<file path="config.mk">
export PLATFORM = sky130hd
export DESIGN_NAME = fnv1a_hash_table_index
export DESIGN_NICKNAME = d
export VERILOG_FILES = /design/src/fnvh_pkg.sv /design/src/fnv1a_hash_table_index.sv /design/src/fnvh_ctrl.sv /design/src/fnvh_datapath.sv
export SDC_FILE = /design/constraint.sdc
export NUM_CORES = 1
export LEC_CHECK = 0
export BUFFER_PORTS_ARGS = -buffer_cell sky130_fd_sc_hd__buf_2
export CAP_MARGIN = 20
export CORE_ASPECT_RATIO = 0.5
export CORE_MARGIN = 2
export CORE_UTILIZATION = 40
export DETAILED_ROUTE_END_ITERATION = 8
export GPL_ROUTABILITY_DRIVEN = 0
export GPL_TIMING_DRIVEN = 0
export PLACE_DENSITY = 0.58
export SYNTH_ARGS = -nofsm -noshare
export SYNTH_HDL_FRONTEND = slang
export SYNTH_SLANG_ARGS = --single-unit
export TNS_END_PERCENT = 30
</file>
<file path="constraint.sdc">
create_clock -name clk_i -period 9.2 [get_ports clk_i]
set_input_delay 2.76 -clock clk_i [delete_from_list [all_inputs] [get_ports clk_i]]
set_output_delay 2.76 -clock clk_i [all_outputs]
set_load 0.05 [all_outputs]
</file>
<file path="src/fnvh_pkg.sv">
// Shared types, constants and hash arithmetic for the FNV-1a key hasher.
`default_nettype none
package fnvh_pkg;

  localparam int unsigned CfgIdxW = 2;
  localparam int unsigned CfgDataW = 32;
  localparam int unsigned CntW = 6;

  localparam logic [CfgIdxW-1:0] REG_WIDE_MODE  = 2'd0;
  localparam logic [CfgIdxW-1:0] REG_TABLE_SIZE = 2'd1;

  localparam logic [63:0] FNV32_BASIS = 64'd2166136261;
  localparam logic [63:0] FNV64_BASIS = 64'd14695981039346656037;
  localparam logic [31:0] TABLE_SIZE_RESET = 32'd4096;

  // Division passes: one quotient bit per cycle over the live width of the hash.
  localparam logic [CntW-1:0] DIV_LAST32 = 6'd31;
  localparam logic [CntW-1:0] DIV_LAST64 = 6'd63;

  typedef struct packed {
    logic [7:0] key_byte;
    logic       byte_valid;
    logic       key_end;
  } in_item_t;

  typedef struct packed {
    logic [63:0] full_hash;
    logic [31:0] bucket_index;
  } out_item_t;

  // Commands from the controller to the datapath.
  typedef struct packed {
    logic accept;
    logic start_div;
    logic div_step;
    logic load_out;
  } cmd_t;

  // Status from the datapath to the controller.
  typedef struct packed {
    logic div_last;
  } sts_t;

  function automatic logic [63:0] fnv_basis(input logic wide);
    return wide ? FNV64_BASIS : FNV32_BASIS;
  endfunction

  // XOR the byte in, then multiply by the prime as a constant shift-add.
  // 32-bit prime is 2^24 + 0x193, 64-bit prime is 2^40 + 0x1B3.
  function automatic logic [63:0] fnv_mix(input logic [63:0] h, input logic [7:0] b,
                                          input logic wide);
    logic [31:0] x32;
    logic [31:0] p32;
    logic [63:0] x64;
    logic [63:0] p64;
    x32 = h[31:0] ^ {24'd0, b};
    p32 = x32 + (x32 << 1) + (x32 << 4) + (x32 << 7) + (x32 << 8) + (x32 << 24);
    x64 = h ^ {56'd0, b};
    p64 = x64 + (x64 << 1) + (x64 << 4) + (x64 << 5) + (x64 << 7) + (x64 << 8)
        + (x64 << 40);
    return wide ? p64 : {32'd0, p32};
  endfunction

endpackage
`default_nettype wire

</file>
<file path="src/fnv1a_hash_table_index.sv">
// Top level of the FNV-1a key hasher with bucket index.
// Keys arrive one byte per item; each byte item is taken while the block is idle, the
// hash being updated by a constant shift-add multiply. An item with key_end set is
// followed by a bit-serial remainder of the hash by table_size over 32 bits in
// 32-bit mode or 64 bits in 64-bit mode, then by a hand-off of the result to the
// output register; no new item is taken until the hand-off is done, and it waits
// while the previous result is still held in the output register. The output
// register lets the next key stream in while a result waits to be taken. A
// table_size of zero gives a bucket index of zero. Writing wide_mode restarts
// any key in progress from the offset basis of the new mode.
`default_nettype none
module fnv1a_hash_table_index (
  input  wire logic                          clk_i,
  input  wire logic                          rst_ni,
  input  wire logic                          cfg_we_i,
  input  wire logic [fnvh_pkg::CfgIdxW-1:0]  cfg_idx_i,
  input  wire logic [fnvh_pkg::CfgDataW-1:0] cfg_data_i,
  input  wire fnvh_pkg::in_item_t            in_item_i,
  input  wire logic                          in_valid_i,
  output logic                               in_ready_o,
  output fnvh_pkg::out_item_t                out_item_o,
  output logic                               out_valid_o,
  input  wire logic                          out_ready_i
);
  import fnvh_pkg::*;

  cmd_t cmd;
  sts_t sts;

  fnvh_ctrl u_ctrl (
    .clk_i        (clk_i),
    .rst_ni       (rst_ni),
    .in_valid_i   (in_valid_i),
    .in_ready_o   (in_ready_o),
    .in_key_end_i (in_item_i.key_end),
    .out_valid_o  (out_valid_o),
    .out_ready_i  (out_ready_i),
    .cmd_o        (cmd),
    .sts_i        (sts)
  );

  fnvh_datapath u_datapath (
    .clk_i      (clk_i),
    .rst_ni     (rst_ni),
    .cfg_we_i   (cfg_we_i),
    .cfg_idx_i  (cfg_idx_i),
    .cfg_data_i (cfg_data_i),
    .in_item_i  (in_item_i),
    .cmd_i      (cmd),
    .sts_o      (sts),
    .out_item_o (out_item_o)
  );

endmodule
`default_nettype wire

</file>
<file path="src/fnvh_ctrl.sv">
// Controller: item handshakes, division sequencing and result hand-off.
`default_nettype none
module fnvh_ctrl (
  input  wire logic          clk_i,
  input  wire logic          rst_ni,
  input  wire logic          in_valid_i,
  output logic               in_ready_o,
  input  wire logic          in_key_end_i,
  output logic               out_valid_o,
  input  wire logic          out_ready_i,
  output fnvh_pkg::cmd_t     cmd_o,
  input  wire fnvh_pkg::sts_t sts_i
);
  import fnvh_pkg::*;

  localparam logic [1:0] ST_IDLE = 2'd0;
  localparam logic [1:0] ST_DIV  = 2'd1;
  localparam logic [1:0] ST_DONE = 2'd2;

  logic [1:0] state_q, state_d;
  logic       out_valid_q, out_valid_d;
  logic       accept;
  logic       out_free;

  assign in_ready_o  = (state_q == ST_IDLE);
  assign accept      = in_valid_i && in_ready_o;
  assign out_valid_o = out_valid_q;
  assign out_free    = !out_valid_q || out_ready_i;

  always_comb begin
    state_d         = state_q;
    cmd_o           = '0;
    cmd_o.accept    = accept;
    case (state_q)
      ST_IDLE: begin
        if (accept && in_key_end_i) begin
          cmd_o.start_div = 1'b1;
          state_d         = ST_DIV;
        end
      end
      ST_DIV: begin
        cmd_o.div_step = 1'b1;
        if (sts_i.div_last) begin
          state_d = ST_DONE;
        end
      end
      ST_DONE: begin
        // The finished result waits here until the output register is free.
        if (out_free) begin
          cmd_o.load_out = 1'b1;
          state_d        = ST_IDLE;
        end
      end
      default: begin
        state_d = ST_IDLE;
      end
    endcase
  end

  always_comb begin
    out_valid_d = out_valid_q;
    if (cmd_o.load_out) begin
      out_valid_d = 1'b1;
    end else if (out_valid_q && out_ready_i) begin
      out_valid_d = 1'b0;
    end
  end

  always_ff @(posedge clk_i or negedge rst_ni) begin
    if (!rst_ni) begin
      state_q     <= ST_IDLE;
      out_valid_q <= 1'b0;
    end else begin
      state_q     <= state_d;
      out_valid_q <= out_valid_d;
    end
  end

endmodule
`default_nettype wire

</file>
<file path="src/fnvh_datapath.sv">
// Datapath: configuration, running hash, serial remainder unit and result register.
`default_nettype none
module fnvh_datapath (
  input  wire logic                              clk_i,
  input  wire logic                              rst_ni,
  input  wire logic                              cfg_we_i,
  input  wire logic [fnvh_pkg::CfgIdxW-1:0]      cfg_idx_i,
  input  wire logic [fnvh_pkg::CfgDataW-1:0]     cfg_data_i,
  input  wire fnvh_pkg::in_item_t                in_item_i,
  input  wire fnvh_pkg::cmd_t                    cmd_i,
  output fnvh_pkg::sts_t                         sts_o,
  output fnvh_pkg::out_item_t                    out_item_o
);
  import fnvh_pkg::*;

  logic            wide_q;
  logic [31:0]     tsize_q;
  logic [63:0]     hash_q, hash_d;
  logic [63:0]     mixed;
  logic [63:0]     key_hash;
  logic [63:0]     res_hash_q;
  logic [63:0]     dvd_q, dvd_d;
  logic [31:0]     rem_q, rem_d;
  logic [CntW-1:0] cnt_q, cnt_d;
  logic [32:0]     trial;
  logic [32:0]     trial_sub;
  out_item_t       out_q;

  assign mixed    = fnv_mix(hash_q, in_item_i.key_byte, wide_q);
  assign key_hash = in_item_i.byte_valid ? mixed : hash_q;

  // Configuration registers; a mode write restarts the key from the new basis.
  always_ff @(posedge clk_i or negedge rst_ni) begin
    if (!rst_ni) begin
      wide_q  <= 1'b0;
      tsize_q <= TABLE_SIZE_RESET;
    end else if (cfg_we_i) begin
      case (cfg_idx_i)
        REG_WIDE_MODE:  wide_q  <= cfg_data_i[0];
        REG_TABLE_SIZE: tsize_q <= cfg_data_i;
        default: ;
      endcase
    end
  end

  always_comb begin
    hash_d = hash_q;
    if (cfg_we_i && (cfg_idx_i == REG_WIDE_MODE)) begin
      hash_d = fnv_basis(cfg_data_i[0]);
    end else if (cmd_i.accept) begin
      hash_d = in_item_i.key_end ? fnv_basis(wide_q) : key_hash;
    end
  end

  always_ff @(posedge clk_i or negedge rst_ni) begin
    if (!rst_ni) begin
      hash_q <= FNV32_BASIS;
    end else begin
      hash_q <= hash_d;
    end
  end

  // Restoring remainder: shift one dividend bit in per cycle, subtract if it fits.
  // The remainder stays below the divisor, so the trial needs only one extra bit.
  assign trial     = {rem_q, dvd_q[63]};
  assign trial_sub = trial - {1'b0, tsize_q};

  always_comb begin
    dvd_d = dvd_q;
    rem_d = rem_q;
    cnt_d = cnt_q;
    if (cmd_i.start_div) begin
      dvd_d = wide_q ? key_hash : {key_hash[31:0], 32'd0};
      rem_d = '0;
      cnt_d = wide_q ? DIV_LAST64 : DIV_LAST32;
    end else if (cmd_i.div_step) begin
      dvd_d = {dvd_q[62:0], 1'b0};
      rem_d = (trial >= {1'b0, tsize_q}) ? trial_sub[31:0] : trial[31:0];
      cnt_d = cnt_q - 1'b1;
    end
  end

  assign sts_o.div_last = (cnt_q == '0);

  always_ff @(posedge clk_i) begin
    dvd_q <= dvd_d;
    rem_q <= rem_d;
    cnt_q <= cnt_d;
    if (cmd_i.start_div) begin
      res_hash_q <= key_hash;
    end
    if (cmd_i.load_out) begin
      out_q.full_hash    <= res_hash_q;
      out_q.bucket_index <= (tsize_q == '0) ? 32'd0 : rem_q;
    end
  end

  assign out_item_o = out_q;

endmodule
`default_nettype wire
</file>
Word level (Yosys, flattened, before mapping)
Index checks and enable logic that the tools add are counted.
{ "word_totals": {"ff_bits": 362, "rom_bits": 0, "wordCells": 74, "output_inout_bits": 98, "in_bits": 49, "latch_bits": 0, "memories": 0, "mem_bits_rw": 0} }
{ "op_classes": {"n_eq_ne": 6, "magnitude_cmp": 1, "n_mul": 0, "shift": 0, "addsub": 13, "n_reduce_logical": 16, "div": 0, "bitwise_logic": 2, "muxes": 25} }
{ "op_table": {"columns": ["op", "n"], "rows": [
  ["$mux 64", 10],
  ["$add 64x64->64", 6],
  ["$add 32x32->32", 5],
  ["$xor 64x8->64", 1],
  ["$ge 33x32->1", 1],
  ["$logic_not 32->1", 1],
  ["$mux 32", 1],
  ["$sub 32x32->32", 1],
  ["$xor 32x8->32", 1],
  ["$mux 6", 3],
  ["$mux 1", 7],
  ["$logic_not 6->1", 1],
  ["$mux 2", 3],
  ["$pmux 2 s3", 1],
  ["$reduce_bool 2->1", 3],
  ["$sub 6x1->6 const B", 1],
  ["$eq 2x1->1 const B", 2],
  ["$logic_and 1x1->1", 4],
  ["$logic_not 2->1", 2],
  ["$ne 2x2->1 const B", 2],
  ["$reduce_and 2->1", 2],
  ["$reduce_and 3->1", 1],
  ["$eq 2x2->1 const B", 1],
  ["$ne 2x1->1 const B", 1],
  ["other kinds (2)", 2]
]} }

Logic depth before layout (Yosys ltp)
Gate-level depths: netlist of run 1.
{ "logic_depth": {"word_depth": 12, "ltp_mapped": 23, "ltp_nobuf": 23} }

Modules after synthesis
A second synthesis of run 1 with hierarchy kept.
{ "unflattened": {"cells_unflattened": 2950, "area_unflattened_um2": 30448.0} }
{ "by_module_without_submodules": {"columns": ["module", "area_each_um2", "cells_per_inst", "instances"], "rows": [
  ["fnvh_datapath", 30274.0, 2932, 1],
  ["fnvh_ctrl", 173.9, 18, 1]
]} }

Worst setup path after synthesis of run 1
OpenSTA, ideal clock, no wires.
{ "synth_timing": {"path_kind": "input port to flip-flop", "start": "input in_item_i[7] in the netlist's numbering", "end": "register u_datapath.dvd_q[59], data pin", "setup_slack_ns": 1.109, "path_buffers": 1, "path_stages": 22, "t_arrival_ns": 7.825, "t_required_ns": 8.934, "path_cell_list": "xor2_1 -> clkinv_1 -> xnor2_1 -> ha_1 -> a21o_1 -> fa_1 -> inv_1 -> fa_1 -> inv_1 -> ha_1 -> ha_1 -> buf_2 -> a211oi_1 -> nor2_1 -> o41ai_2 -> o221ai_2 -> a41oi_2 -> o211ai_1 -> a31oi_1 -> mux2i_1 -> a2111oi_0 -> nor2_1"} }
{ "synth_between": {"elab_chain_cells": 11, "elab_cells_between_ends": 17, "cone_classes": "11 x add/sub; 4 x mux; 2 x bitwise"} }
{ "synth_lines": {"columns": ["item", "line_no", "text"], "rows": [
  ["start, declared", "fnv1a_hash_table_index.sv:18", "input wire fnvh_pkg::in_item_t in_item_i,"],
  ["$xor 64x8->64", "fnvh_pkg.sv:58", "x64 = h ^ {56'd0, b};"],
  ["$add 64x64->64 (5 in series)", "fnvh_pkg.sv:59", "p64 = x64 + (x64 << 1) + (x64 << 4) + (x64 << 5) + (x64 << 7) + (x64 << 8)"],
  ["$add 64x64->64", "fnvh_pkg.sv:60", "+ (x64 << 40);"],
  ["$mux 64 *", "fnvh_pkg.sv:61", "return wide ? p64 : {32'd0, p32};"],
  ["$mux 64 *", "fnvh_datapath.sv:30", "assign key_hash = in_item_i.byte_valid ? mixed : hash_q;"],
  ["$mux 64 *", "fnvh_datapath.sv:73", "dvd_d = wide_q ? key_hash : {key_hash[31:0], 32'd0};"],
  ["$mux 64 *", "fnvh_datapath.sv:72", "if (cmd_i.start_div) begin"],
  ["via u_datapath.dvd_d[59]", "fnvh_datapath.sv:22", "logic [63:0] dvd_q, dvd_d;"],
  ["end signal, assigned", "fnvh_datapath.sv:86", "dvd_q <= dvd_d;"],
  ["end, declared", "fnvh_datapath.sv:22", null]
]} }
Mark *: on every way through the listed nets, which the timed path passes. The rest lies on a longest branch.
A chain may end at the register's enable or synchronous reset.

Final worst setup path of run 1
{ "layout_timing": {"start": "input in_item_i[5] in the netlist's numbering", "end": "register u_datapath.dvd_q[57], data pin"} }
{ "layout_between": {"elab_chain_cells": 11, "elab_cells_between_ends": 17, "cone_classes": "11 x add/sub; 4 x mux; 2 x bitwise"} }
{ "layout_lines": {"columns": ["item", "line_no", "text"], "rows": [
  ["$xor 64x8->64 *", "fnvh_pkg.sv:58", null],
  ["$add 64x64->64 (5 in series)", "fnvh_pkg.sv:59", null],
  ["$add 64x64->64 *", "fnvh_pkg.sv:60", null],
  ["$mux 64 *", "fnvh_pkg.sv:61", null],
  ["$mux 64 *", "fnvh_datapath.sv:30", null],
  ["via u_datapath.key_hash[57]", "fnvh_datapath.sv:20", "logic [63:0] key_hash;"],
  ["$mux 64 *", "fnvh_datapath.sv:73", null],
  ["$mux 64 *", "fnvh_datapath.sv:72", null],
  ["via u_datapath.dvd_d[57]", "fnvh_datapath.sv:22", null]
]} }
Marks and branches as above.

==> run metrics, run 1 <==
final instance area=34,200 um^2; GRT Util Overall=25.2%; Unique masters post-synth=94; Post-synth EDFFs=230; Top Ports=147; asr flop ratio synth=27.6%; die height=200 um; final WL=98.3 mm; synthesized area per cell=10.0 um^2; synthesized netlist cell count=3,048; Primary FF master, synth=edfxtp_1; Worst Skew=0.0343 ns; Critical Path RT=9.55 ns; crit start category=input pin; flip-flop and latch count after synthesis=362; total CTS buffers=40; max_slew headroom=19.3%; Clock transition at path regs=0.06 ns; layout cells sized above 1=9.65%; final setup fails=0; # H-tree levels=2; GRT overflow=0; post-synth net total=3,599; Worst EP arrival=9.21 ns; # diodes=0; max_cap viols=0; leading area contributor after synthesis=edfxtp_1; clock sinks=362; crit-path max FO=7; DRT iter0 DRCs=2,458; fin crit share=96.3%; Synthesis Warnings=0; Netlist Area Pre-Place=30,600 um^2; Clock Latency Late Sink=0.60 ns; Routed Antenna Nets=0; worst hold path type=flop to flop; largest net degree at the start of global routing=71; largest cells by area after synthesis=edfxtp_1 23%, fa_1 20%, ha_1 8.1%, inv_1 7.2%, dfrtp_1 7.0%; Slew @ Worst Pin=1.20 ns; r2r setup slk=2.04 ns; starting density of the core=40.6%; initial antenna violation count=1; dpl cell area=32,800 um^2; fin crit period=8.86 ns; share of the synthesized area in the top cell type=22.6%; Remaining DRCs=0; die footprint=78,900 um^2; Via-to-Cell Ratio=5.50; Final Slew Violations=0; # hold bufs at CTS=0; DP Wirelength=78.5 mm; kind of critical path=input pin to flop; DR WL/cell=22.9 um; Finished Core Util=45.3%; Placement Rows=71; vias in the first global route=23.8k; CORE AREA=75,400 um^2; sequential cell area fraction in the yosys report=32.9%; CTS max path bufs=3; Max Fclk=113 MHz; Vias=23.6k; I/O Buffers=145; WHS=0.416 ns; Area Overhead vs Synth=11.8%; die width=395 um; first-pass GRT wire length=149 mm; root buf cell=clkbuf_16; Nets=3,794; status=finished clean; CP endpoint kind=flop; CTS tree=yes; DR pass1 iterations=7; Final Hold Viols=0
-- worst max-delay path: stages --
cell and delay [ns]:
buf_2 0.13, xor2_2 0.49, inv_2 0.24, xnor2_1 0.27, ha_1 0.17, nand2b_1 0.12, inv_1 0.07, fa_1 0.52
inv_1 0.04, ha_1 0.28, ha_1 0.28, ha_1 0.18, inv_1 0.07, fa_1 0.45, nand2b_1 0.21, a211oi_1 0.37
nor2_1 0.19, o221ai_2 0.35, a41oi_2 0.36, o211ai_1 0.56, nand3_1 0.18, nand3_1 0.13, o211ai_1 0.34, a221o_1 0.45
-- area by class of cell --
type / instances / area, um^2
Buffer: 104 / 405
Clock buffer: 56 / 1110
Clock inverter: 17 / 206
Fill cell: 7222 / 41200
Inverter: 592 / 2230
Multi-Input combinational cell: 1990 / 18000
Sequential cell: 362 / 10100
Tap cell: 1022 / 1280
Timing Repair Buffer: 153 / 873
-- cells in the mapped netlist (all sizes together), types with 8 or more instances --
master	count
nor2b	44
dfxtp	32
and3	18
o21ai	179
a221o	21
a31oi	26
nor4	11
xnor2	94
a21oi	165
o31ai	15
nand2b	25
o21bai	19
edfxtp	230
buf	18
fa	304
dfrtp	85
a211oi	23
nor3	22
a22oi	11
a41oi	8
nand2	212
nor2	141
xor2	57
dfstp	15
a22o	28
inv	589
clkbuf	86
o211ai	20
o22ai	18
a21o	59
nand4	24
nand3	43
mux2	34
o21a	20
ha	198
mux2i	40
-- metrics by stage --
stage          setup WS (ns)   TNS, ns  cells
6_report               0.339         0   4296
5_1_grt             -0.00331  -0.00331   4296
4_1_cts               0.0396         0   4296
3_5_place_dp           -1.27    -61.36   4223
3_3_place_gp           -1.61   -177.42   4215
2_1_floorplan           1.11         0   3048
-- logic make-up after synthesis --
kind of cell               synth area share [%]
adders and majority gates                  28.0
and+or+nand+nor                            8.93
xor gates and xnor gates                   4.32
DFF                                        32.9
AOI/OAI and AO/OA                          14.7
muxes                                      2.56
buffers and inverters                      8.58
-- registers in the layout, indices dropped and copies added (netlist names) --
| signal | cells |
|---|---|
| u_datapath.out_item_o | 96 |
| u_datapath.dvd_q | 64 |
| u_datapath.hash_q | 64 |
| u_datapath.res_hash_q | 64 |
| u_datapath.rem_q | 32 |
| u_datapath.tsize_q | 32 |
| u_datapath.cnt_q | 6 |
| u_ctrl.state_q | 2 |
| u_ctrl.out_valid_o | 1 |
| u_datapath.wide_q | 1 |
-- layout by cell type, fill, tap and decap left out, types with 43 or more instances in the layout --
cell type / Yosys / routed
inv_1: 586 / 585
fa_1: 304 / 304
edfxtp_1: 230 / 230
nand2_1: 211 / 211
ha_1: 198 / 198
a21oi_1: 164 / 164
buf_2: 7 / 152
nor2_1: 141 / 141
o21ai_0: 129 / 129
clkbuf_1: 86 / 96
xnor2_1: 94 / 94
dfrtp_1: 85 / 85
a21o_1: 59 / 59
xor2_1: 57 / 51
o21ai_1: 49 / 49
nor2b_1: 44 / 43
nand3_1: 43 / 43
-- worst paths after layout --
kind,start,to,cells after the start
worst max-delay path,in_item_i[5],u_datapath.dvd_q[57],24
worst min-delay path,u_datapath.res_hash_q[54],u_datapath.out_item_o[86],0
worst max register to register,u_datapath.hash_q[21],u_datapath.hash_q[55],20
worst min register to register,u_datapath.res_hash_q[54],u_datapath.out_item_o[86],0
max in group asynchronous,rst_ni,u_datapath.tsize_q[12],2
min in group asynchronous,rst_ni,u_datapath.hash_q[5],1
-- layer usage --
metal	wire length [um]	global-route usage, %
met4	3780	9.17
met5	0	0
met2	43100	39.6
met3	9080	5.00
met1	42300	34.7
-- what timing repair did --
action,4_1_cts,5_1_grt
setup buffers,0,0
gates resized for setup,6,12
cloned,0,0
pin swaps,0,0
endpoints found under the setup margin,41,34
Power of run 1 is left out: the tool's default activity adds up to more than one toggle a clock period on the data nets, which glitch-free logic cannot reach.
==> run 2, diff against run 1 <==
Settings changed: CTS_BUF_LIST set to sky130_fd_sc_hd__clkbuf_4.
==> run metrics, run 2 (synthesis gave the netlist of run 1 again) <==
status=finished clean; final setup fails=0; Critical R2R Capture=u_datapath.hash_q[55]; vias in the first global route=24.3k; max_slew headroom=11.2%; r2r startpoint=u_datapath.hash_q[2]; Post-CTS Resized=4; most common cell after layout, fill and taps aside=inv_1; Max Fclk=111 MHz; Largest register FFs=96; Hold Path Stages=0; hold wc startpoint=u_datapath.res_hash_q[10]; Vias=24.1k; largest net degree at the start of global routing=71; area of the multi-input gates=18,000 um^2; GRT overflow=0; R2R depth=22; commonest non-fill, non-tap cells in the layout=585 x inv_1, 304 x fa_1, 230 x edfxtp_1; root buf cell=clkbuf_4; max_cap viols=0; fillers=7,297; I/O Buffers=145; Finished Core Util=45.3%; Remaining DRCs=0; initial antenna violation count=5; fin crit period=8.97 ns; final WL=98.9 mm; Hold Crit Endpoint=u_datapath.out_item_o[42]; crit start category=input pin; total CTS buffers=93; Worst Skew=0.0948 ns; # hold bufs at CTS=0; Final Slew Violations=0; Clock Latency Late Sink=0.91 ns; die height=200 um; Worst EP arrival=9.69 ns; Placement Rows=71; worst hold path type=flop to flop; kind of critical path=input pin to flop; # H-tree levels=3; layout cells sized above 1=12.2%; Routed Antenna Nets=0; Non-Filler Instances=4,403; Clock transition at path regs=0.07 ns; CORE AREA=75,400 um^2; crit-path max FO=7; Post-CTS Repair Setup Buffers=0; first-pass GRT wire length=150 mm; fin crit share=97.6%; DR pass1 iterations=6; # placed instances=4,223; Area Overhead vs Synth=11.6%; clock sinks=362; RSZ-0062 raised after global routing=false; Nets=3,847; DRT iter0 DRCs=2,426; CTS tree=yes; die width=395 um; starting density of the core=40.6%; GRT Util Overall=25.4%; register area=10,100 um^2; r2r setup slk=1.69 ns; DR WL/cell=22.5 um; Critical Path RT=9.92 ns; CP endpoint kind=flop; die footprint=78,900 um^2; Via-to-Cell Ratio=5.46; WHS=0.410 ns; Slew @ Worst Pin=1.33 ns; DP Wirelength=78.5 mm; Top Ports=147; Final Hold Viols=0; CTS max path bufs=3
run 2: area by class of cell:
type / count / area share, %
antenna: 5 / 0.0366
clock buffer: 151 / 3.32
clock inverter: 24 / 0.502
inverter: 592 / 6.53
tap: 1022 / 3.74
multi-input combinational: 1990 / 52.6
sequential: 362 / 29.5
buffer: 104 / 1.19
timing repair buffer: 153 / 2.56
run 2: worst max-delay path, stage by stage:
cell,delay (ns)
buf_2,0.11
xor2_1,0.60
buf_6,0.23
clkinv_1,0.30
xnor2_1,0.23
ha_1,0.20
a21o_1,0.17
fa_1,0.50
inv_1,0.05
fa_1,0.50
inv_1,0.04
ha_1,0.27
ha_1,0.37
o21ai_1,0.12
a211oi_1,0.38
o21ai_0,0.25
a211oi_1,0.71
o211ai_2,0.28
o211ai_1,0.51
a41oi_1,0.23
xnor2_1,0.23
a22o_1,0.29
a221o_1,0.34
run 2: worst max-delay path by stage:
stage / start / end / slack, ns / depth (start not counted)
CTS: in_item_i[5] / u_datapath.hash_q[55] / 0.17 / 24
detailed placement: in_item_i[8] / u_datapath.dvd_q[33] / -1.27 / 22
global route: in_item_i[3] / u_datapath.hash_q[55] / 0.02 / 21
global placement: in_item_i[9] / u_datapath.dvd_q[33] / -1.61 / 21
finish: in_item_i[4] / u_datapath.hash_q[55] / 0.23 / 23
floorplan: in_item_i[7] / u_datapath.dvd_q[59] / 1.11 / 22
run 2: layer usage:
metal	wire (um)	track usage, %	up-vias
li1	-	-	10837
met1	42300	34.4	11969
met2	43700	39.8	1046
met3	9300	5.98	196
met4	3610	9.41	4
met5	38	0	-
run 2: through the flow:
step / worst slack [ns] / setup TNS [ns] / area, um^2
floorplan: 1.11 / 0 / 30600
global placement: -1.61 / -177.42 / 32600
detailed placement: -1.27 / -61.36 / 32800
CTS: 0.174 / 0 / 34100
global route: 0.0194 / 0 / 34100
finish: 0.225 / 0 / 34100
Power of run 2 is left out for the same reason.
